<file path="config.mk">
export PLATFORM = sky130hd
export DESIGN_NAME = max_free_space_host_queue_core_flat
export DESIGN_NICKNAME = d
export VERILOG_FILES = /design/src/hdl/mfq_pkg.sv /design/src/hdl/mfq_if.sv /design/src/hdl/max_free_space_host_queue_core.sv /design/src/hdl/mfq_ctrl.sv /design/src/hdl/mfq_dp.sv /design/src/flat_wrapper.sv
export SDC_FILE = /design/constraint.sdc
export NUM_CORES = 2
export LEC_CHECK = 0
export BUFFER_PORTS_ARGS = -buffer_cell sky130_fd_sc_hd__buf_2
export CORE_MARGIN = 2
export CORE_UTILIZATION = 47
export DETAILED_ROUTE_END_ITERATION = 8
export PLACE_DENSITY = 0.73
export SYNTH_ARGS = -nofsm -noshare
export SYNTH_HDL_FRONTEND = slang
export SYNTH_SLANG_ARGS = --single-unit
</file>
<file path="constraint.sdc">
create_clock -name i_clk -period 17.7 [get_ports i_clk]
set_clock_uncertainty 0.1 [all_clocks]
set_input_delay 4.425 -clock i_clk [delete_from_list [all_inputs] [get_ports i_clk]]
set_output_delay 4.425 -clock i_clk [all_outputs]
set_load 0.02 [all_outputs]
</file>
<file path="src/hdl/mfq_pkg.sv">
package mfq_pkg;

    localparam int QUEUE_DEPTH = 16;
    localparam int IDX_W = $clog2(QUEUE_DEPTH);
    localparam int CNT_W = $clog2(QUEUE_DEPTH + 1);

    localparam logic [IDX_W:0]   DEPTH_X   = (IDX_W + 1)'(QUEUE_DEPTH);
    localparam logic [IDX_W-1:0] IDX_LAST  = IDX_W'(QUEUE_DEPTH - 1);
    localparam logic [CNT_W-1:0] CNT_FULL  = CNT_W'(QUEUE_DEPTH);

    localparam logic MODE_INSERT = 1'b0;
    localparam logic MODE_POP    = 1'b1;

    typedef struct packed {
        logic [31:0] addr;
        logic [15:0] port;
        logic [63:0] space;
    } t_entry;

    // controller to datapath
    typedef struct packed {
        logic load;        // latch the input word and clear the result
        logic rd_head;     // read logical entry 0
        logic rd_tail;     // read logical entry count-1, index := count-1
        logic step;        // read logical entry index-1, index := index-1
        logic shift;       // move read entry to index+1
        logic place_next;  // write new entry at index+1
        logic place_head;  // write new entry at logical 0
        logic ins_done;    // count := count+1
        logic pop;         // capture read entry as result, drop head
        logic emit;        // hand result to the output register
    } t_cmd;

    // datapath to controller
    typedef struct packed {
        logic in_mode;
        logic count_zero;
        logic full;
        logic idx_zero;
        logic shift_ok;    // read entry key <= new key
        logic out_free;
    } t_status;

endpackage

</file>
<file path="src/hdl/mfq_if.sv">
interface mfq_in_if;
    logic        valid;
    logic        ready;
    logic        mode;
    logic [31:0] host_address;
    logic [15:0] host_port;
    logic [63:0] host_space;

    modport source(output valid, output mode, output host_address, output host_port,
                   output host_space, input ready);
    modport sink(input valid, input mode, input host_address, input host_port,
                 input host_space, output ready);
endinterface

interface mfq_out_if;
    logic        valid;
    logic        ready;
    logic        popped_valid;
    logic [31:0] popped_address;
    logic [15:0] popped_port;
    logic [63:0] popped_free_space;
    logic        insert_dropped;
    logic        queue_empty;
    logic [4:0]  entry_count;

    modport source(output valid, output popped_valid, output popped_address,
                   output popped_port, output popped_free_space, output insert_dropped,
                   output queue_empty, output entry_count, input ready);
    modport sink(input valid, input popped_valid, input popped_address,
                 input popped_port, input popped_free_space, input insert_dropped,
                 input queue_empty, input entry_count, output ready);
endinterface

</file>
<file path="src/hdl/max_free_space_host_queue_core.sv">
// max-first host queue: up to QUEUE_DEPTH hosts sorted by free space, largest first
// input channel i_in: mode 0 inserts (host_address, host_port, host_space),
//   mode 1 pops the host with the most free space; among equal keys the newest wins
// output channel o_out: one word per input word, with the popped host (if any),
//   the dropped flag for an insert into a full list, and the count after the step
// entries sit in a ring buffer memory with one write and one registered read port
// an insert walks from the tail toward the head, moving one entry per cycle
// through that port pair, then writes the new host (into an empty list it writes
// the head directly, into a full list it writes nothing); a pop reads the head, then
// captures it as the result, and a pop of an empty list goes straight to finish
// one word is in flight at a time; the next input is taken once the result sits
// in the output register
// when o_out.ready is low the finished word waits in the output register and the
// following result holds in the controller until the register frees
// synchronous reset (i_rst_n low) empties the list; memory contents are not cleared
module max_free_space_host_queue_core (
    input  logic      i_clk,
    input  logic      i_rst_n,
    mfq_in_if.sink    i_in,
    mfq_out_if.source o_out
);
    import mfq_pkg::*;

    t_cmd    cmd;
    t_status status;
    logic    in_ready;

    assign i_in.ready = in_ready;

    mfq_ctrl u_ctrl (
        .i_clk      (i_clk),
        .i_rst_n    (i_rst_n),
        .i_in_valid (i_in.valid),
        .o_in_ready (in_ready),
        .i_status   (status),
        .o_cmd      (cmd)
    );

    mfq_dp u_dp (
        .i_clk    (i_clk),
        .i_rst_n  (i_rst_n),
        .i_in     (i_in),
        .o_out    (o_out),
        .i_cmd    (cmd),
        .o_status (status)
    );

endmodule

</file>
<file path="src/hdl/mfq_ctrl.sv">
module mfq_ctrl (
    input  logic             i_clk,
    input  logic             i_rst_n,
    input  logic             i_in_valid,
    output logic             o_in_ready,
    input  mfq_pkg::t_status i_status,
    output mfq_pkg::t_cmd    o_cmd
);
    import mfq_pkg::*;

    localparam logic [2:0] S_IDLE  = 3'd0;
    localparam logic [2:0] S_WALK  = 3'd1;
    localparam logic [2:0] S_PLACE = 3'd2;
    localparam logic [2:0] S_POP   = 3'd3;
    localparam logic [2:0] S_FIN   = 3'd4;

    logic [2:0] r_state;
    logic [2:0] n_state;

    always_ff @(posedge i_clk) begin
        if (!i_rst_n) begin
            r_state <= S_IDLE;
        end else begin
            r_state <= n_state;
        end
    end

    always_comb begin
        n_state    = r_state;
        o_cmd      = '0;
        o_in_ready = 1'b0;
        unique case (r_state)
            S_IDLE: begin
                o_in_ready = 1'b1;
                if (i_in_valid) begin
                    o_cmd.load = 1'b1;
                    if (i_status.in_mode == MODE_POP) begin
                        if (i_status.count_zero) begin
                            n_state = S_FIN;
                        end else begin
                            o_cmd.rd_head = 1'b1;
                            n_state       = S_POP;
                        end
                    end else begin
                        priority if (i_status.full) begin
                            n_state = S_FIN;
                        end else if (i_status.count_zero) begin
                            n_state = S_PLACE;
                        end else begin
                            o_cmd.rd_tail = 1'b1;
                            n_state       = S_WALK;
                        end
                    end
                end
            end
            S_WALK: begin
                // walk from the tail toward the head, moving entries with key <= new key
                if (i_status.shift_ok) begin
                    o_cmd.shift = 1'b1;
                    if (i_status.idx_zero) begin
                        n_state = S_PLACE;
                    end else begin
                        o_cmd.step = 1'b1;
                    end
                end else begin
                    o_cmd.place_next = 1'b1;
                    o_cmd.ins_done   = 1'b1;
                    n_state          = S_FIN;
                end
            end
            S_PLACE: begin
                o_cmd.place_head = 1'b1;
                o_cmd.ins_done   = 1'b1;
                n_state          = S_FIN;
            end
            S_POP: begin
                o_cmd.pop = 1'b1;
                n_state   = S_FIN;
            end
            S_FIN: begin
                if (i_status.out_free) begin
                    o_cmd.emit = 1'b1;
                    n_state    = S_IDLE;
                end
            end
            default: begin
                n_state = S_IDLE;
            end
        endcase
    end

endmodule

</file>
<file path="src/hdl/mfq_dp.sv">
module mfq_dp (
    input  logic             i_clk,
    input  logic             i_rst_n,
    mfq_in_if.sink           i_in,
    mfq_out_if.source        o_out,
    input  mfq_pkg::t_cmd    i_cmd,
    output mfq_pkg::t_status o_status
);
    import mfq_pkg::*;

    // ring buffer: logical entry k lives at (head + k) mod depth
    function automatic logic [IDX_W-1:0] f_phys(input logic [IDX_W-1:0] head,
                                                 input logic [IDX_W-1:0] ofs);
        logic [IDX_W:0] sum;
        sum = {1'b0, head} + {1'b0, ofs};
        if (sum >= DEPTH_X) begin
            sum = sum - DEPTH_X;
        end
        return sum[IDX_W-1:0];
    endfunction

    t_entry r_mem [QUEUE_DEPTH];
    t_entry r_rd_data;

    logic [IDX_W-1:0] r_head;
    logic [CNT_W-1:0] r_count;
    logic [IDX_W-1:0] r_idx;
    logic [IDX_W-1:0] n_idx;
    t_entry           r_new;

    logic [IDX_W-1:0] cnt_m1;
    logic [IDX_W-1:0] idx_m1;
    logic [IDX_W-1:0] idx_p1;
    logic             rd_en;
    logic [IDX_W-1:0] rd_addr;
    logic             wr_en;
    logic [IDX_W-1:0] wr_addr;
    t_entry           wr_data;

    // result register
    logic        r_res_valid;
    logic [31:0] r_res_addr;
    logic [15:0] r_res_port;
    logic [63:0] r_res_space;
    logic        r_res_drop;

    logic             r_out_valid;
    logic             r_out_pvalid;
    logic [31:0]      r_out_addr;
    logic [15:0]      r_out_port;
    logic [63:0]      r_out_space;
    logic             r_out_drop;
    logic             r_out_empty;
    logic [4:0]       r_out_count;
    logic [CNT_W+4:0] count_ext;

    assign cnt_m1    = IDX_W'(r_count - 1'b1);
    assign idx_m1    = r_idx - 1'b1;
    assign idx_p1    = r_idx + 1'b1;
    assign count_ext = {5'd0, r_count};

    always_comb begin
        rd_en   = i_cmd.rd_head | i_cmd.rd_tail | i_cmd.step;
        rd_addr = r_head;
        priority if (i_cmd.rd_tail) begin
            rd_addr = f_phys(r_head, cnt_m1);
        end else if (i_cmd.step) begin
            rd_addr = f_phys(r_head, idx_m1);
        end else begin
            rd_addr = r_head;
        end

        wr_en   = i_cmd.shift | i_cmd.place_next | i_cmd.place_head;
        wr_data = i_cmd.shift ? r_rd_data : r_new;
        wr_addr = i_cmd.place_head ? r_head : f_phys(r_head, idx_p1);

        n_idx = r_idx;
        priority if (i_cmd.rd_tail) begin
            n_idx = cnt_m1;
        end else if (i_cmd.step) begin
            n_idx = idx_m1;
        end else begin
            n_idx = r_idx;
        end
    end

    always_ff @(posedge i_clk) begin
        if (wr_en) begin
            r_mem[wr_addr] <= wr_data;
        end
        if (rd_en) begin
            r_rd_data <= r_mem[rd_addr];
        end
    end

    always_ff @(posedge i_clk) begin
        r_idx <= n_idx;
        if (i_cmd.load) begin
            r_new.addr  <= i_in.host_address;
            r_new.port  <= i_in.host_port;
            r_new.space <= i_in.host_space;
        end
    end

    always_ff @(posedge i_clk) begin
        if (!i_rst_n) begin
            r_head  <= '0;
            r_count <= '0;
        end else begin
            if (i_cmd.ins_done) begin
                r_count <= r_count + 1'b1;
            end else if (i_cmd.pop) begin
                r_count <= r_count - 1'b1;
                r_head  <= (r_head == IDX_LAST) ? '0 : r_head + 1'b1;
            end
        end
    end

    always_ff @(posedge i_clk) begin
        if (i_cmd.load) begin
            r_res_valid <= 1'b0;
            r_res_addr  <= '0;
            r_res_port  <= '0;
            r_res_space <= '0;
            r_res_drop  <= (i_in.mode == MODE_INSERT) && (r_count == CNT_FULL);
        end else if (i_cmd.pop) begin
            r_res_valid <= 1'b1;
            r_res_addr  <= r_rd_data.addr;
            r_res_port  <= r_rd_data.port;
            r_res_space <= r_rd_data.space;
        end
    end

    always_ff @(posedge i_clk) begin
        if (!i_rst_n) begin
            r_out_valid <= 1'b0;
        end else if (i_cmd.emit) begin
            r_out_valid <= 1'b1;
        end else if (o_out.ready) begin
            r_out_valid <= 1'b0;
        end
    end

    always_ff @(posedge i_clk) begin
        if (i_cmd.emit) begin
            r_out_pvalid <= r_res_valid;
            r_out_addr   <= r_res_addr;
            r_out_port   <= r_res_port;
            r_out_space  <= r_res_space;
            r_out_drop   <= r_res_drop;
            r_out_empty  <= (r_count == '0);
            r_out_count  <= count_ext[4:0];
        end
    end

    assign o_status.in_mode    = i_in.mode;
    assign o_status.count_zero = (r_count == '0);
    assign o_status.full       = (r_count == CNT_FULL);
    assign o_status.idx_zero   = (r_idx == '0);
    assign o_status.shift_ok   = (r_rd_data.space <= r_new.space);
    assign o_status.out_free   = !r_out_valid || o_out.ready;

    assign o_out.valid             = r_out_valid;
    assign o_out.popped_valid      = r_out_pvalid;
    assign o_out.popped_address    = r_out_addr;
    assign o_out.popped_port       = r_out_port;
    assign o_out.popped_free_space = r_out_space;
    assign o_out.insert_dropped    = r_out_drop;
    assign o_out.queue_empty       = r_out_empty;
    assign o_out.entry_count       = r_out_count;

endmodule
</file>
<file path="src/flat_wrapper.sv">
// flat-port wrapper written by rule: the top's interface ports become plain ports
module max_free_space_host_queue_core_flat import mfq_pkg::*;
  (i_clk, i_rst_n, i_in_valid, i_in_mode, i_in_host_address, i_in_host_port, i_in_host_space, i_in_ready, o_out_valid, o_out_popped_valid, o_out_popped_address, o_out_popped_port, o_out_popped_free_space, o_out_insert_dropped, o_out_queue_empty, o_out_entry_count, o_out_ready);
  mfq_in_if i_in_i ();
  mfq_out_if o_out_i ();
  input  logic i_clk;
  input  logic i_rst_n;
  input wire logic [$bits(i_in_i.valid)-1:0] i_in_valid;
  input wire logic [$bits(i_in_i.mode)-1:0] i_in_mode;
  input wire logic [$bits(i_in_i.host_address)-1:0] i_in_host_address;
  input wire logic [$bits(i_in_i.host_port)-1:0] i_in_host_port;
  input wire logic [$bits(i_in_i.host_space)-1:0] i_in_host_space;
  output wire logic [$bits(i_in_i.ready)-1:0] i_in_ready;
  output wire logic [$bits(o_out_i.valid)-1:0] o_out_valid;
  output wire logic [$bits(o_out_i.popped_valid)-1:0] o_out_popped_valid;
  output wire logic [$bits(o_out_i.popped_address)-1:0] o_out_popped_address;
  output wire logic [$bits(o_out_i.popped_port)-1:0] o_out_popped_port;
  output wire logic [$bits(o_out_i.popped_free_space)-1:0] o_out_popped_free_space;
  output wire logic [$bits(o_out_i.insert_dropped)-1:0] o_out_insert_dropped;
  output wire logic [$bits(o_out_i.queue_empty)-1:0] o_out_queue_empty;
  output wire logic [$bits(o_out_i.entry_count)-1:0] o_out_entry_count;
  input wire logic [$bits(o_out_i.ready)-1:0] o_out_ready;
  assign i_in_i.valid = i_in_valid;
  assign i_in_i.mode = i_in_mode;
  assign i_in_i.host_address = i_in_host_address;
  assign i_in_i.host_port = i_in_host_port;
  assign i_in_i.host_space = i_in_host_space;
  assign i_in_ready = i_in_i.ready;
  assign o_out_valid = o_out_i.valid;
  assign o_out_popped_valid = o_out_i.popped_valid;
  assign o_out_popped_address = o_out_i.popped_address;
  assign o_out_popped_port = o_out_i.popped_port;
  assign o_out_popped_free_space = o_out_i.popped_free_space;
  assign o_out_insert_dropped = o_out_i.insert_dropped;
  assign o_out_queue_empty = o_out_i.queue_empty;
  assign o_out_entry_count = o_out_i.entry_count;
  assign o_out_i.ready = o_out_ready;
  max_free_space_host_queue_core u_core (.i_clk(i_clk), .i_rst_n(i_rst_n), .i_in(i_in_i), .o_out(o_out_i));
endmodule
</file>
==> run_results.csv <==
group,metric,value,unit
cells_and_area,fin_area,0.0974,mm2
cells_and_area,area_growth,13.8,%
timing,slew-limit-headroom,0.171,
logic_synthesis,syn_nets,4387,
logic_synthesis,syn-cell-area,0.0857,mm2
clock_tree,cts_hold_buf,0,
detailed_routing,highest_layer,"met5",
power_and_ir_drop,p_per_area,130,mW/mm2
logic_synthesis,synthDistinctLibCells,65,
floorplan,row_count,156,
cells_and_area,nets,4771,
clock_tree,clk_pin_slew,0.06,ns
detailed_routing,wl_met3,16.2,mm
timing,hold_ws,0.317,ns
detailed_routing,wl_per_cell,28.1,um
power_and_ir_drop,leakage,31.6,nW
clock_tree,h-tree-depth,4,
setup_path,critical-path-max-stage-delay,0.89,ns
setup_path,worstSetupEndpointType,"flip-flop",
clock_tree,cts_max_path_buffers,3,
floorplan,die_h,431,um
detailed_routing,met1_length,78.8,mm
floorplan,core_area,0.181,mm2
logic_synthesis,yosysSeqAreaShare,0.780,
clock_tree,cts_tree,"done",
cells_and_area,drive_above_1_share,0.262,
detailed_routing,drt_iter0_markers,5037,
place,dpl.hpwl,99.8,mm
clock_tree,cts_setup_buffers,0,
floorplan,start_util,0.473,
floorplan,die_x,431,um
setup_path,critPathBufInv,4,
logic_synthesis,synth-seq-cells,2267,
setup_path,critPathMaxFanout,100,
timing,period_minus_slack,8.92,ns
logic_synthesis,avgSynthCellArea,20.4,um2
clock_tree,cts-buffers-inserted,218,
setup_path,crit_required,18.19,ns
detailed_routing,drt_pass1_iterations,6,
timing,fin_tns_setup,0,ns
timing,final-setup-viol-count,0,
logic_synthesis,synthArstFlopShare,0,
timing,period_share,0.504,
min_path,hp-class,"flip-flop to flip-flop",
setup_path,critPathLaunchType,"input port",
run_status,status,"complete, no violations",
clock_tree,ctsResizeCount,0,
cells_and_area,fin_cells,7142,
timing,fmax,112,MHz
global_routing,track_usage,0.214,
clock_tree,clk_latency,0.88,ns
place,place_inst,6724,
global_routing,grt_first_pass_wirelength,290,mm
run,drv_cap,0,
power_and_ir_drop,peakVddDrop,0.0000985,V
timing,worst_pin_slew,1.24,ns
global_routing,overflow,0,
timing,finalHoldViolCount,0,
timing,rsz0062_at_grt,"no",
logic_synthesis,yosysWarningCount,0,
global_routing,grt_max_degree,167,
setup_path,critPathSlowestCell,"buf_4",
detailed_routing,postRouteAntennaNets,0,
timing,finalMaxSlewViolations,0,
clock_tree,clockRootBuffer,"clkbuf_16",
place,port_buffers,238,
setup_path,crit_type,"input port to flip-flop",
setup_path,arrival,9.41,ns
place,routabilityCongestion,0.778,
detailed_routing,via_count,42934,
floorplan,die_area,0.186,mm2
place,dpl_cell_area,0.0899,mm2
detailed_routing,drc,0,
logic_synthesis,synth_edf_count,2141,
setup_path,worstPathCellList,"buf_2 -> nand2_1 -> nor3_1 -> a21oi_4 -> a221oi_4 -> buf_4 -> buf_4 -> buf_12 -> mux4_1 -> a22oi_1 -> nand2_1",
cells_and_area,fin_util,0.539,
detailed_routing,vias_per_cell,6.01,
global_routing,antenna_found_initial,7,
logic_synthesis,postSynthCellCount,4190,
floorplan,io_pins,239,
clock_tree,cts_sinks,2267,
setup_path,cp_top_family,"buffers and inverters",
global_routing,grt_pass1_vias,43012,
logic_synthesis,synth_top_flop_cell,"edfxtp_1",
detailed_routing,wl_met2,99.0,mm
detailed_routing,wl,201,mm
## per-stage QoR
stage	setup slack (ns)	power, W
after floorplan	4.04	0.00749
after detailed placement	7.77	0.00797
after CTS	8.67	0.0127
final	8.78	0.0126
after global routing	8.29	0.0130
after global placement	7.91	0.00792
## logic make-up (layout without fill, tap and decap cells)
group,count (synthesis),count (layout),synth area share
simple gates,553,553,0.0268
compound gates,480,480,0.0363
mux,504,504,0.125
xor+xnor,21,21,0.00215
other cells,0,3,0
fa+ha+maj,80,80,0.0119
buf+inv,285,864,0.0177
flops,2267,2267,0.780
## cells in the mapped netlist (5+ instances only)
cell	instances	area [um2]
edfxtp_1	2141	64300
mux4_2	440	9910
nand2_1	433	1630
a22oi_1	222	1670
a21oi_1	149	746
clkbuf_1	126	473
dfxtp_1	126	2520
ha_1	77	963
inv_1	75	282
o21ai_0	74	370
mux2_2	52	586
nor2_1	37	139
buf_2	23	115
buf_1	21	78.8
nand3_1	17	85.1
nand4_1	14	87.6
buf_6	13	146
and2_1	12	75.1
buf_12	11	220
buf_8	11	165
xnor2_1	11	96.3
xor2_1	10	87.6
nor3_1	7	35.0
mux2i_1	6	60.1
mux4_1	6	158
nand2b_1	6	37.5
nor2b_1	6	37.5
a21o_1	5	37.5
## registers in the layout, summed over array words and instances (netlist names)
name / flops
u_core.u_dp.o_out.entry_count: 5
u_core.u_dp.r_res_valid: 1
u_core.u_dp.o_out.insert_dropped: 1
u_core.u_dp.r_res_space: 64
u_core.u_dp.r_res_addr: 32
u_core.u_dp.r_res_drop: 1
u_core.u_dp.r_head: 4
u_core.u_dp.o_out.popped_free_space: 64
u_core.u_dp.o_out.popped_address: 32
u_core.u_dp.r_idx: 4
u_core.u_dp.r_rd_data: 112
u_core.u_dp.o_out.valid: 1
u_core.u_dp.r_res_port: 16
u_core.u_dp.o_out.queue_empty: 1
u_core.u_dp.r_new: 112
u_core.u_dp.r_count: 5
u_core.u_dp.o_out.popped_port: 16
u_core.u_dp.o_out.popped_valid: 1
u_core.u_ctrl.r_state: 3
u_core.u_dp.r_mem: 1792
## layout by cell type, fill, tap and decap left out, types with 6 or more instances in the layout
cell and instances:
clkbuf_16 218, mux2i_1 6, clkinvlp_4 13, buf_4 127, nand2b_1 6, ha_1 77, o21ai_0 74, and2_1 11
mux4_2 440, nor3_1 6, buf_12 8, xor2_1 10, buf_2 238, clkinv_1 30, nand4_1 14, edfxtp_1 2141
mux2_2 52, nand3_1 17, a21oi_1 149, clkinv_16 11, clkbuf_8 21, clkbuf_1 35, inv_1 75, inv_6 8
dfxtp_1 126, clkinv_2 44, clkinv_4 8, nand2_1 433, xnor2_1 11, a22oi_1 222, mux4_1 6, bufinv_16 24
nor2_1 20, nor2_4 18
## worst paths after layout
path | slack, ns | cells past startpoint | start | endpoint
max | 8.78 | 11 | i_in_valid | u_core.u_dp.r_rd_data[40]
min | 0.32 | 0 | u_core.u_dp.r_res_space[26] | u_core.u_dp.o_out.popped_free_space[26]
max reg2reg | 10.01 | 15 | u_core.u_dp.r_rd_data[63] | u_core.u_dp.r_rd_data[40]
min reg2reg | 0.32 | 0 | u_core.u_dp.r_res_space[26] | u_core.u_dp.o_out.popped_free_space[26]
## layer usage
| metal | vias to the layer above | global-route usage |
|---|---|---|
| met4 | 4 | 0.0763 |
| li1 | 17807 | - |
| met5 | - | 0 |
| met2 | 2111 | 0.347 |
| met3 | 347 | 0.0367 |
| met1 | 22665 | 0.295 |
## power breakdown
part           internal [W]  leakage (nW)  total, W  switching [W]
clock               0.00273          3.66   0.00478        0.00205
sequential          0.00635          20.4   0.00645      0.0000995
combinational      0.000480          7.50   0.00140       0.000925
## area by class of cell
type | instances | area (um2)
Fill cell | 13402 | 83500
Sequential cell | 2267 | 66800
Multi-Input combinational cell | 1638 | 17500
Clock buffer | 274 | 5880
Tap cell | 2370 | 2970
Timing Repair Buffer | 373 | 2300
Clock inverter | 141 | 1680
Inverter | 76 | 293
Antenna cell | 3 | 7.51
No activity file was read; power rests on OpenSTA's default activity.
